==> config.mk <==
export PLATFORM = sky130hd
export DESIGN_NAME = sha256_stream_hasher
export DESIGN_NICKNAME = d
export VERILOG_FILES = /design/src/rtl/core/sha256_pkg.sv /design/src/rtl/core/sha256_datapath.sv /design/src/rtl/core/sha256_ctrl.sv /design/src/rtl/core/sha256_stream_hasher.sv
export SDC_FILE = /design/constraint.sdc
export NUM_CORES = 2
export LEC_CHECK = 0
export BUFFER_PORTS_ARGS = -buffer_cell sky130_fd_sc_hd__buf_2
export CORE_MARGIN = 3
export CORE_UTILIZATION = 50
export CTS_BUF_LIST = sky130_fd_sc_hd__clkbuf_4 sky130_fd_sc_hd__clkbuf_8
export DETAILED_ROUTE_END_ITERATION = 16
export PLACE_DENSITY_LB_ADDON = 0.25
export RECOVER_POWER = 100
export SLEW_MARGIN = 25
export SYNTH_ARGS = -nofsm -noshare
export SYNTH_HDL_FRONTEND = slang
export SYNTH_HIERARCHICAL = 1
export SYNTH_SLANG_ARGS = --single-unit
==> constraint.sdc <==
create_clock -name clock -period 7.55 [get_ports clock]
set_input_delay 0.3775 -clock clock [delete_from_list [all_inputs] [get_ports clock]]
set_output_delay 0.3775 -clock clock [all_outputs]
set_load 0.02 [all_outputs]
==> src/rtl/core/sha256_pkg.sv <==
`timescale 1ns / 1ps
// ----------------------------------------------------------------------------
// SHA-256 shared definitions
// Round constants, initial hash values, round helpers and the
// command/status structs between the controller and the datapath.
// ----------------------------------------------------------------------------
package sha256_pkg;

   localparam int unsigned WORD_W   = 32;
   localparam int unsigned ROUNDS   = 64;
   localparam int unsigned BLK_WRDS = 16;
   localparam logic [7:0]  PAD_BYTE = 8'h80;
   localparam logic [5:0]  LEN_POS  = 6'd56;

   typedef logic [WORD_W-1:0] word_type;

   localparam word_type START_HASH [8] = '{
      32'h6a09e667, 32'hbb67ae85, 32'h3c6ef372, 32'ha54ff53a,
      32'h510e527f, 32'h9b05688c, 32'h1f83d9ab, 32'h5be0cd19
   };

   localparam word_type ROUND_K [ROUNDS] = '{
      32'h428a2f98, 32'h71374491, 32'hb5c0fbcf, 32'he9b5dba5,
      32'h3956c25b, 32'h59f111f1, 32'h923f82a4, 32'hab1c5ed5,
      32'hd807aa98, 32'h12835b01, 32'h243185be, 32'h550c7dc3,
      32'h72be5d74, 32'h80deb1fe, 32'h9bdc06a7, 32'hc19bf174,
      32'he49b69c1, 32'hefbe4786, 32'h0fc19dc6, 32'h240ca1cc,
      32'h2de92c6f, 32'h4a7484aa, 32'h5cb0a9dc, 32'h76f988da,
      32'h983e5152, 32'ha831c66d, 32'hb00327c8, 32'hbf597fc7,
      32'hc6e00bf3, 32'hd5a79147, 32'h06ca6351, 32'h14292967,
      32'h27b70a85, 32'h2e1b2138, 32'h4d2c6dfc, 32'h53380d13,
      32'h650a7354, 32'h766a0abb, 32'h81c2c92e, 32'h92722c85,
      32'ha2bfe8a1, 32'ha81a664b, 32'hc24b8b70, 32'hc76c51a3,
      32'hd192e819, 32'hd6990624, 32'hf40e3585, 32'h106aa070,
      32'h19a4c116, 32'h1e376c08, 32'h2748774c, 32'h34b0bcb5,
      32'h391c0cb3, 32'h4ed8aa4a, 32'h5b9cca4f, 32'h682e6ff3,
      32'h748f82ee, 32'h78a5636f, 32'h84c87814, 32'h8cc70208,
      32'h90befffa, 32'ha4506ceb, 32'hbef9a3f7, 32'hc67178f2
   };

   // byte source for a buffer write
   typedef enum logic [1:0] {
      SRC_DATA, SRC_PAD, SRC_ZERO, SRC_LEN
   } byte_src_type;

   typedef struct packed {
      logic         wr_byte;     // write one byte at the fill position
      byte_src_type src;
      logic         count_bit;   // add 8 to the bit count
      logic         start_blk;   // load working vars, clear round counter
      logic         do_round;    // one compression round
      logic         fold;        // add working vars into hash
      logic         restart;     // back to initial hash, count zero
      logic         clr_pos;     // restart fill position
   } dp_cmd_type;

   typedef struct packed {
      logic [5:0] pos;
      logic       last_round;
   } dp_stat_type;

   function automatic word_type rotr(input word_type v, input int unsigned s);
      rotr = (v >> s) | (v << (WORD_W - s));
   endfunction

endpackage

==> src/rtl/core/sha256_datapath.sv <==
`timescale 1ns / 1ps
// ----------------------------------------------------------------------------
// SHA-256 datapath
// Byte buffer as 16-word schedule window, hash state, bit count and one
// compression round per cycle.
// ----------------------------------------------------------------------------
module sha256_datapath (
   input  logic                   clock,
   input  logic                   reset,
   input  sha256_pkg::dp_cmd_type cmd,
   input  logic [7:0]             data_byte,
   output sha256_pkg::dp_stat_type stat,
   output logic [255:0]           digest
);

   sha256_pkg::word_type w_ff [16];
   sha256_pkg::word_type w_in [16];
   sha256_pkg::word_type h_ff [8];
   sha256_pkg::word_type h_in [8];
   sha256_pkg::word_type v_ff [8];
   sha256_pkg::word_type v_in [8];
   logic [63:0] cnt_ff, cnt_in;
   logic [5:0]  pos_ff, pos_in;
   logic [5:0]  rnd_ff, rnd_in;
   logic [7:0]  wbyte;
   logic [2:0]  lsel;
   sha256_pkg::word_type s0, s1, wnew, t1, t2, wcur;

   always_comb begin
      lsel = pos_ff[2:0];
      case (cmd.src)
         sha256_pkg::SRC_DATA: wbyte = data_byte;
         sha256_pkg::SRC_PAD:  wbyte = sha256_pkg::PAD_BYTE;
         sha256_pkg::SRC_ZERO: wbyte = 8'h00;
         sha256_pkg::SRC_LEN:  wbyte = cnt_ff[63 - 8*lsel -: 8];
         default:              wbyte = 8'h00;
      endcase
      wcur = w_ff[0];
      s0 = sha256_pkg::rotr(w_ff[1], 7) ^ sha256_pkg::rotr(w_ff[1], 18) ^ (w_ff[1] >> 3);
      s1 = sha256_pkg::rotr(w_ff[14], 17) ^ sha256_pkg::rotr(w_ff[14], 19)
         ^ (w_ff[14] >> 10);
      wnew = s1 + w_ff[9] + s0 + w_ff[0];
      t1 = v_ff[7] + (sha256_pkg::rotr(v_ff[4], 6) ^ sha256_pkg::rotr(v_ff[4], 11)
         ^ sha256_pkg::rotr(v_ff[4], 25)) + ((v_ff[4] & v_ff[5]) ^ (~v_ff[4] & v_ff[6]))
         + sha256_pkg::ROUND_K[rnd_ff] + wcur;
      t2 = (sha256_pkg::rotr(v_ff[0], 2) ^ sha256_pkg::rotr(v_ff[0], 13)
         ^ sha256_pkg::rotr(v_ff[0], 22)) + ((v_ff[0] & v_ff[1]) ^ (v_ff[0] & v_ff[2])
         ^ (v_ff[1] & v_ff[2]));

      w_in = w_ff; h_in = h_ff; v_in = v_ff;
      cnt_in = cnt_ff; pos_in = pos_ff; rnd_in = rnd_ff;
      if (cmd.wr_byte) begin
         w_in[pos_ff[5:2]][31 - 8*pos_ff[1:0] -: 8] = wbyte;
         pos_in = pos_ff + 6'd1;
      end
      if (cmd.count_bit) cnt_in = cnt_ff + 64'd8;
      if (cmd.start_blk) begin
         v_in = h_ff;
         rnd_in = '0;
      end
      if (cmd.do_round) begin
         for (int i = 0; i < 15; i++) w_in[i] = w_ff[i+1];
         w_in[15] = wnew;
         v_in[7] = v_ff[6]; v_in[6] = v_ff[5]; v_in[5] = v_ff[4];
         v_in[4] = v_ff[3] + t1;
         v_in[3] = v_ff[2]; v_in[2] = v_ff[1]; v_in[1] = v_ff[0];
         v_in[0] = t1 + t2;
         rnd_in = rnd_ff + 6'd1;
      end
      if (cmd.fold)
         for (int i = 0; i < 8; i++) h_in[i] = h_ff[i] + v_ff[i];
      if (cmd.clr_pos) pos_in = '0;
   end

   always_ff @(posedge clock) begin
      w_ff <= w_in;
      v_ff <= v_in;
      rnd_ff <= rnd_in;
      if (reset || cmd.restart) begin
         h_ff   <= sha256_pkg::START_HASH;
         cnt_ff <= '0;
         pos_ff <= '0;
      end else begin
         h_ff   <= h_in;
         cnt_ff <= cnt_in;
         pos_ff <= pos_in;
      end
   end

   assign stat.pos = pos_ff;
   assign stat.last_round = (rnd_ff == 6'd63);
   assign digest = {h_ff[0], h_ff[1], h_ff[2], h_ff[3], h_ff[4], h_ff[5], h_ff[6], h_ff[7]};

endmodule

==> src/rtl/core/sha256_ctrl.sv <==
`timescale 1ns / 1ps
// ----------------------------------------------------------------------------
// SHA-256 controller
// Sequences byte absorb, padding, compression and digest output.
// ----------------------------------------------------------------------------
module sha256_ctrl (
   input  logic                    clock,
   input  logic                    reset,
   input  logic                    in_valid,
   output logic                    in_ready,
   input  logic                    byte_valid,
   input  logic                    last_item,
   input  sha256_pkg::dp_stat_type stat,
   output sha256_pkg::dp_cmd_type  cmd,
   output logic                    out_valid,
   input  logic                    out_ready,
   output logic [1:0]              out_idx
);

   typedef enum logic [2:0] {
      ST_IDLE, ST_ROUND, ST_FOLD, ST_PAD, ST_FILL, ST_OUT
   } state_type;

   state_type  state_ff;
   logic       fin_ff;      // padding pending after this block
   logic       final_ff;    // this block is the last one
   logic [1:0] idx_ff;
   logic       ovalid_ff;
   logic       pad2_ff;

   assign in_ready  = (state_ff == ST_IDLE);
   assign out_valid = ovalid_ff;
   assign out_idx   = idx_ff;

   always_comb begin
      cmd = '0;
      cmd.src = sha256_pkg::SRC_DATA;
      case (state_ff)
         ST_IDLE: if (in_valid && byte_valid) begin
            cmd.wr_byte = 1'b1;
            cmd.count_bit = 1'b1;
            cmd.start_blk = (stat.pos == 6'd63);
         end
         ST_ROUND: cmd.do_round = 1'b1;
         ST_FOLD: begin
            cmd.fold = 1'b1;
            cmd.clr_pos = 1'b1;
         end
         ST_PAD: begin
            cmd.wr_byte = 1'b1;
            cmd.src = sha256_pkg::SRC_PAD;
            cmd.start_blk = (stat.pos == 6'd63);
         end
         ST_FILL: begin
            cmd.wr_byte = 1'b1;
            cmd.src = (final_ff && stat.pos >= sha256_pkg::LEN_POS)
               ? sha256_pkg::SRC_LEN : sha256_pkg::SRC_ZERO;
            cmd.start_blk = (stat.pos == 6'd63);
         end
         ST_OUT: cmd.restart = out_ready && (idx_ff == 2'd3);
         default: ;
      endcase
   end

   always_ff @(posedge clock) begin
      if (reset) begin
         state_ff <= ST_IDLE;
         fin_ff <= 1'b0;
         final_ff <= 1'b0;
         idx_ff <= '0;
         ovalid_ff <= 1'b0;
      end else begin
         case (state_ff)
            ST_IDLE: if (in_valid) begin
               fin_ff <= last_item;
               final_ff <= 1'b0;
               if (byte_valid && stat.pos == 6'd63) state_ff <= ST_ROUND;
               else if (last_item) state_ff <= ST_PAD;
            end
            ST_ROUND: if (stat.last_round) state_ff <= ST_FOLD;
            ST_FOLD: begin
               if (final_ff) begin
                  state_ff <= ST_OUT;
                  ovalid_ff <= 1'b1;
                  idx_ff <= '0;
               end else if (fin_ff) state_ff <= ST_PAD;
               // after a pad block that left no length room, fill a second block
               else if (pad2_ff) begin
                  state_ff <= ST_FILL;
                  final_ff <= 1'b1;
               end else state_ff <= ST_IDLE;
            end
            ST_PAD: begin
               fin_ff <= 1'b0;
               final_ff <= (stat.pos < 6'd56);
               if (stat.pos == 6'd63) state_ff <= ST_ROUND;
               else state_ff <= ST_FILL;
            end
            ST_FILL: if (stat.pos == 6'd63) state_ff <= ST_ROUND;
            ST_OUT: if (out_ready) begin
               idx_ff <= idx_ff + 2'd1;
               if (idx_ff == 2'd3) begin
                  ovalid_ff <= 1'b0;
                  state_ff <= ST_IDLE;
               end
            end
            default: state_ff <= ST_IDLE;
         endcase
      end
   end

   always_ff @(posedge clock) begin
      if (reset) pad2_ff <= 1'b0;
      else if (state_ff == ST_PAD) pad2_ff <= (stat.pos >= 6'd56);
      else if (state_ff == ST_FOLD) pad2_ff <= 1'b0;
   end

endmodule

==> src/rtl/core/sha256_stream_hasher.sv <==
`timescale 1ns / 1ps
// Flow: a byte that does not fill a block is absorbed directly; a full block
// then runs 64 rounds and a fold on the round unit, during which no byte is taken.
// A last item adds padding bytes at one per cycle, one or two compressions,
// then four digest words, one per accepted output cycle.
// Reset: synchronous, loads the initial hash and clears the bit count.
// ----------------------------------------------------------------------------
// SHA-256 stream hasher
// Byte-stream SHA-256 with padding and a four-word digest output.
// ----------------------------------------------------------------------------
module sha256_stream_hasher (
   input  logic        clock,
   input  logic        reset,
   input  logic        req_tvalid,
   output logic        req_tready,
   input  logic [7:0]  req_tdata,   // [7:0] data_byte
   input  logic        req_tuser,   // [0] byte_valid
   input  logic        req_tlast,
   output logic        rsp_tvalid,
   input  logic        rsp_tready,
   output logic [63:0] rsp_tdata,   // [63:0] digest_word
   output logic [1:0]  rsp_tuser,   // [1:0] word_index
   output logic        rsp_tlast
);

   sha256_pkg::dp_cmd_type  cmd;
   sha256_pkg::dp_stat_type stat;
   logic [255:0] digest;
   logic [1:0]   idx;

   sha256_ctrl u_ctrl (
      .clock, .reset,
      .in_valid(req_tvalid), .in_ready(req_tready),
      .byte_valid(req_tuser), .last_item(req_tlast),
      .stat, .cmd,
      .out_valid(rsp_tvalid), .out_ready(rsp_tready), .out_idx(idx)
   );

   sha256_datapath u_dp (
      .clock, .reset, .cmd, .data_byte(req_tdata), .stat, .digest
   );

   assign rsp_tdata = digest[255 - 64*idx -: 64];
   assign rsp_tuser = idx;
   assign rsp_tlast = (idx == 2'd3);

   a_no_in_while_out: assert property (@(posedge clock) disable iff (reset)
      rsp_tvalid |-> !req_tready) else $error("input taken during digest output");
   a_word_adv: assert property (@(posedge clock) disable iff (reset)
      (rsp_tvalid && rsp_tready && !rsp_tlast) |=> (rsp_tvalid && rsp_tuser == $past(rsp_tuser) + 2'd1))
      else $error("digest word index skipped");
   a_tlast_end: assert property (@(posedge clock) disable iff (reset)
      (rsp_tvalid && rsp_tready && rsp_tlast) |=> !rsp_tvalid) else $error("extra digest word");

endmodule
==> results.sh <==
export IMPL_cts_sinks=1106
export IMPL_drt_vias_per_instance=6.15
export IMPL_cp_buffers_inverters=7
export IMPL_violated_checks="max-capacitance violations, max-slew violations"
export IMPL_initial_core_util_pct=50.5
export IMPL_critical_path_reg2reg_startpoint="u_dp/v_ff[122]"
export IMPL_timing_max_transition_violations_final=9
export IMPL_setup_viol_count_final=0
export IMPL_cts_root_buffer="sky130_fd_sc_hd__clkbuf_8"
export IMPL_slew_at_the_pin_closest_to_its_max_slew_limit_ps=1900
export IMPL_timing_final_crit_share_pct=98.7
export IMPL_design_final_nets=8669
export IMPL_groute_usage_overall_pct=33.4
export IMPL_drt_first_pass_iters=8
export IMPL_drt_iter0_drc=6690
export IMPL_holdCritPathClass="in2reg"
export IMPL_worstSetupEndpoint="u_dp/v_ff[255]"
export IMPL_globalRouteOverflowTotal=0
export IMPL_io_pin_count=83
export IMPL_die_w_um=393
export IMPL_synthesis_area_um2=74900
export IMPL_tritoncts="yes"
export IMPL_die_height_um=393
export IMPL_final_core_util_pct=56.9
export IMPL_clock_insertion_delay_at_the_later_pin_of_the_skew_report_ps=940
export IMPL_register_to_register_setup_slack_ps=100
export IMPL_leading_cell_type_in_the_layout_fill_and_taps_excluded="sky130_fd_sc_hd__nand2_1"
export IMPL_worst_path_max_delay_cell="sky130_fd_sc_hd__fa_1"
export IMPL_die_area_um2=155000
export IMPL_timing_critical_path_to_type="register"
export IMPL_maxCapViolations=1
export IMPL_synth_seq_cells=1106
export IMPL_first_pass_grt_wire_length_um=384000
export IMPL_synth_async_reset_ratio_pct=0
export IMPL_post_route_worst_setup_slack_ps=95.6
export IMPL_place_ws_ps=-464
export IMPL_area_sequential_um2=29900
export IMPL_grt_start_max_net_pins=182
export IMPL_start_kind="register"
export IMPL_synth_seq_area_share_pct=39.9
export IMPL_worst_setup_path_startpoint="u_dp/v_ff[122]"
export IMPL_max_root_sink_buffers=3
export IMPL_syn_mean_instance_area_um2=9.67
export IMPL_ys_dominant_reg_cell="sky130_fd_sc_hd__edfxtp_1"
export IMPL_first_global_vias=61018
export IMPL_via_count=63027
export IMPL_htree_num_levels=4
export IMPL_period_minus_slack_ps=7450
export IMPL_worstPathMaxFanout=3
export IMPL_synthToLayoutAreaGrowth_pct=12.6
export IMPL_synth_distinct_cells=106
export IMPL_worst_hold_path_num_cells=4
export IMPL_synth_fp_nets=8354
export IMPL_drt_wl_total_um=263000
export IMPL_initial_antenna_violation_count=5
export IMPL_timing_critical_path_max_delay_family="compound AO/OA/AOI/OAI gates"
export IMPL_hp_start="rsp_tready"
export IMPL_cts_clk_slew_worst_paths_ps=60
export IMPL_cts_buf_count=194
export IMPL_post_drt_wl_per_cell_um=25.7
export IMPL_synth_edf_count=774
export IMPL_max_clock_freq_ghz=0.134
export IMPL_n_fill_cell=12933
export IMPL_finalWeightedCongestion=1.02
export IMPL_placement_rows=141
export IMPL_ff2ff_path_depth=33
export IMPL_core_um2=148000
export IMPL_postLayoutCellArea_um2=84400
export IMPL_detailed_place_area_um2=79600
export IMPL_r2r_end="u_dp/v_ff[255]"
export IMPL_timing_critical_path_mode_cell="sky130_fd_sc_hd__fa_1"
export IMPL_worst_endpoint_arrival_ps=8090
export IMPL_layout_cells_most_common_list="1077 x sky130_fd_sc_hd__nand2_1, 823 x sky130_fd_sc_hd__o21ai_0, 774 x sky130_fd_sc_hd__edfxtp_1"
export IMPL_timing_slew_headroom_pct=-26.9
export IMPL_detail_placement_hpwl_um=196000
export IMPL_syn_instance_count=7747
export IMPL_fraction_of_layout_instances_using_a_drive_strength_above_1_pct=16.1
export IMPL_required_ps=8190
export IMPL_buffer_ports_inserted=82
export IMPL_grt_setup_unrepaired="yes"
export IMPL_syn_warnings=6
export IMPL_timing_critical_path_slowest_cell_delay_ps=500
export IMPL_timing_critical_path_depth=33
export IMPL_multi_input_area_um2=42500
export IMPL_outcome="finished with violations"
export IMPL_post_route_drc_count=0
export IMPL_antenna_violating_nets_post_route=0
export IMPL_finalHoldViolCount=0
export IMPL_worst_setup_path_type="reg2reg"
export IMPL_final_setup_skew_ps=56.0
## worst min-delay path by stage
stage | slack [ps] | to
after floorplan | 450 | u_dp/digest[127]
after global placement | 480 | u_dp/cnt_ff[26]
after detailed placement | 500 | u_dp/digest[63]
after CTS | 240 | u_ctrl/out_idx[1]
after global routing | 370 | u_ctrl/out_idx[1]
final | 340 | u_ctrl/out_idx[1]
## stage by stage
stage / std cells / setup TNS, ps / hold WS (ps)
4_1_cts: 10232 / -41.4 / 244
3_5_place_dp: 9853 / -2950 / 496
3_3_place_gp: 9853 / -2030 / 482
2_1_floorplan: 7747 / 0 / 451
5_1_grt: 10237 / -1110 / 371
6_report: 10240 / 0 / 343
## flip-flops by register name, summed over array words and instances, names as in the netlist
signal and flops:
u_dp/wcur 32, u_dp/v_ff 256, u_dp/cnt_ff 61, u_dp/pos_ff 6, u_ctrl/pad2_ff 1, u_ctrl/out_valid 1, u_dp/digest 256, u_dp/rnd_ff 6
u_ctrl/final_ff 1, u_ctrl/fin_ff 1, u_dp/w_ff 480, u_ctrl/out_idx 2, u_ctrl/state_ff 3
## kinds of logic after synthesis
kind of cell / share of synthesized area [%]
simple gates: 12.5
compound gates: 17.1
flops: 39.9
buf+inv: 4.16
fa+ha+maj: 11.9
xor+xnor: 6.82
mux: 7.64
## per-layer routing
layer  global-route usage (%)  wire, um  vias to the layer above
met5                        0        13                        -
met4                     21.2     19400                        2
met3                     5.05     19900                      692
met2                     53.9    121000                     3067
met1                     42.0    103000                    30775
li1                         -         -                    28491
## worst min-delay path: stages
cell and delay, ps:
sky130_fd_sc_hd__dlygate4sd3_1 520, sky130_fd_sc_hd__buf_2 150, sky130_fd_sc_hd__a32oi_1 100, sky130_fd_sc_hd__nor2_1 80
## synth_stat cells (15+ instances only)
library cell / n / share of area (%)
sky130_fd_sc_hd__nand2_1: 1081 / 5.4
sky130_fd_sc_hd__o21ai_0: 830 / 5.5
sky130_fd_sc_hd__edfxtp_1: 774 / 31
sky130_fd_sc_hd__nor2_1: 448 / 2.2
sky130_fd_sc_hd__inv_1: 432 / 2.2
sky130_fd_sc_hd__a21oi_1: 421 / 2.8
sky130_fd_sc_hd__ha_1: 398 / 6.6
sky130_fd_sc_hd__xnor2_1: 362 / 4.2
sky130_fd_sc_hd__dfxtp_1: 332 / 8.9
sky130_fd_sc_hd__clkbuf_1: 304 / 1.5
sky130_fd_sc_hd__mux2_2: 260 / 3.9
sky130_fd_sc_hd__xor2_1: 219 / 2.6
sky130_fd_sc_hd__a21o_1: 209 / 2.1
sky130_fd_sc_hd__fa_1: 195 / 5.2
sky130_fd_sc_hd__nand3_1: 116 / 0.77
sky130_fd_sc_hd__nor3_1: 116 / 0.77
sky130_fd_sc_hd__mux2i_1: 102 / 1.4
sky130_fd_sc_hd__mux4_2: 79 / 2.4
sky130_fd_sc_hd__a211oi_1: 70 / 0.70
sky130_fd_sc_hd__nor2b_1: 67 / 0.56
sky130_fd_sc_hd__o21a_1: 63 / 0.63
sky130_fd_sc_hd__o22ai_1: 60 / 0.50
sky130_fd_sc_hd__nand2b_1: 56 / 0.47
sky130_fd_sc_hd__a31oi_1: 51 / 0.43
sky130_fd_sc_hd__buf_1: 49 / 0.25
sky130_fd_sc_hd__o21bai_1: 49 / 0.49
sky130_fd_sc_hd__and3_1: 44 / 0.37
sky130_fd_sc_hd__o31ai_1: 41 / 0.41
sky130_fd_sc_hd__or3_1: 36 / 0.30
sky130_fd_sc_hd__nand4_1: 35 / 0.29
sky130_fd_sc_hd__o211ai_1: 33 / 0.33
sky130_fd_sc_hd__a211o_1: 28 / 0.33
sky130_fd_sc_hd__and2_1: 24 / 0.20
sky130_fd_sc_hd__or2_2: 23 / 0.19
sky130_fd_sc_hd__and4_1: 17 / 0.20
sky130_fd_sc_hd__a21boi_0: 16 / 0.16
sky130_fd_sc_hd__o31a_1: 15 / 0.18
## final cells by class
class,instances,area share [%]
well taps,2002,2.97
flip-flops and latches,1106,35.4
multi-input cells,5832,50.3
clock buffers,290,4.20
inverters,434,1.94
repair buffers,494,4.34
diodes,5,0.0148
clock inverters,77,0.820
## what timing repair did
item,CTS,global route
setup buffers,5,4
hold endpoints to repair,12,0
endpoints found under the setup margin,15,21
hold buffers,7,0
gates cloned,0,0
pin swaps,32,25
resized for setup,30,61
Power is not shown: default switching activity piles up to over one toggle a cycle in this logic, so the estimate is an artifact.
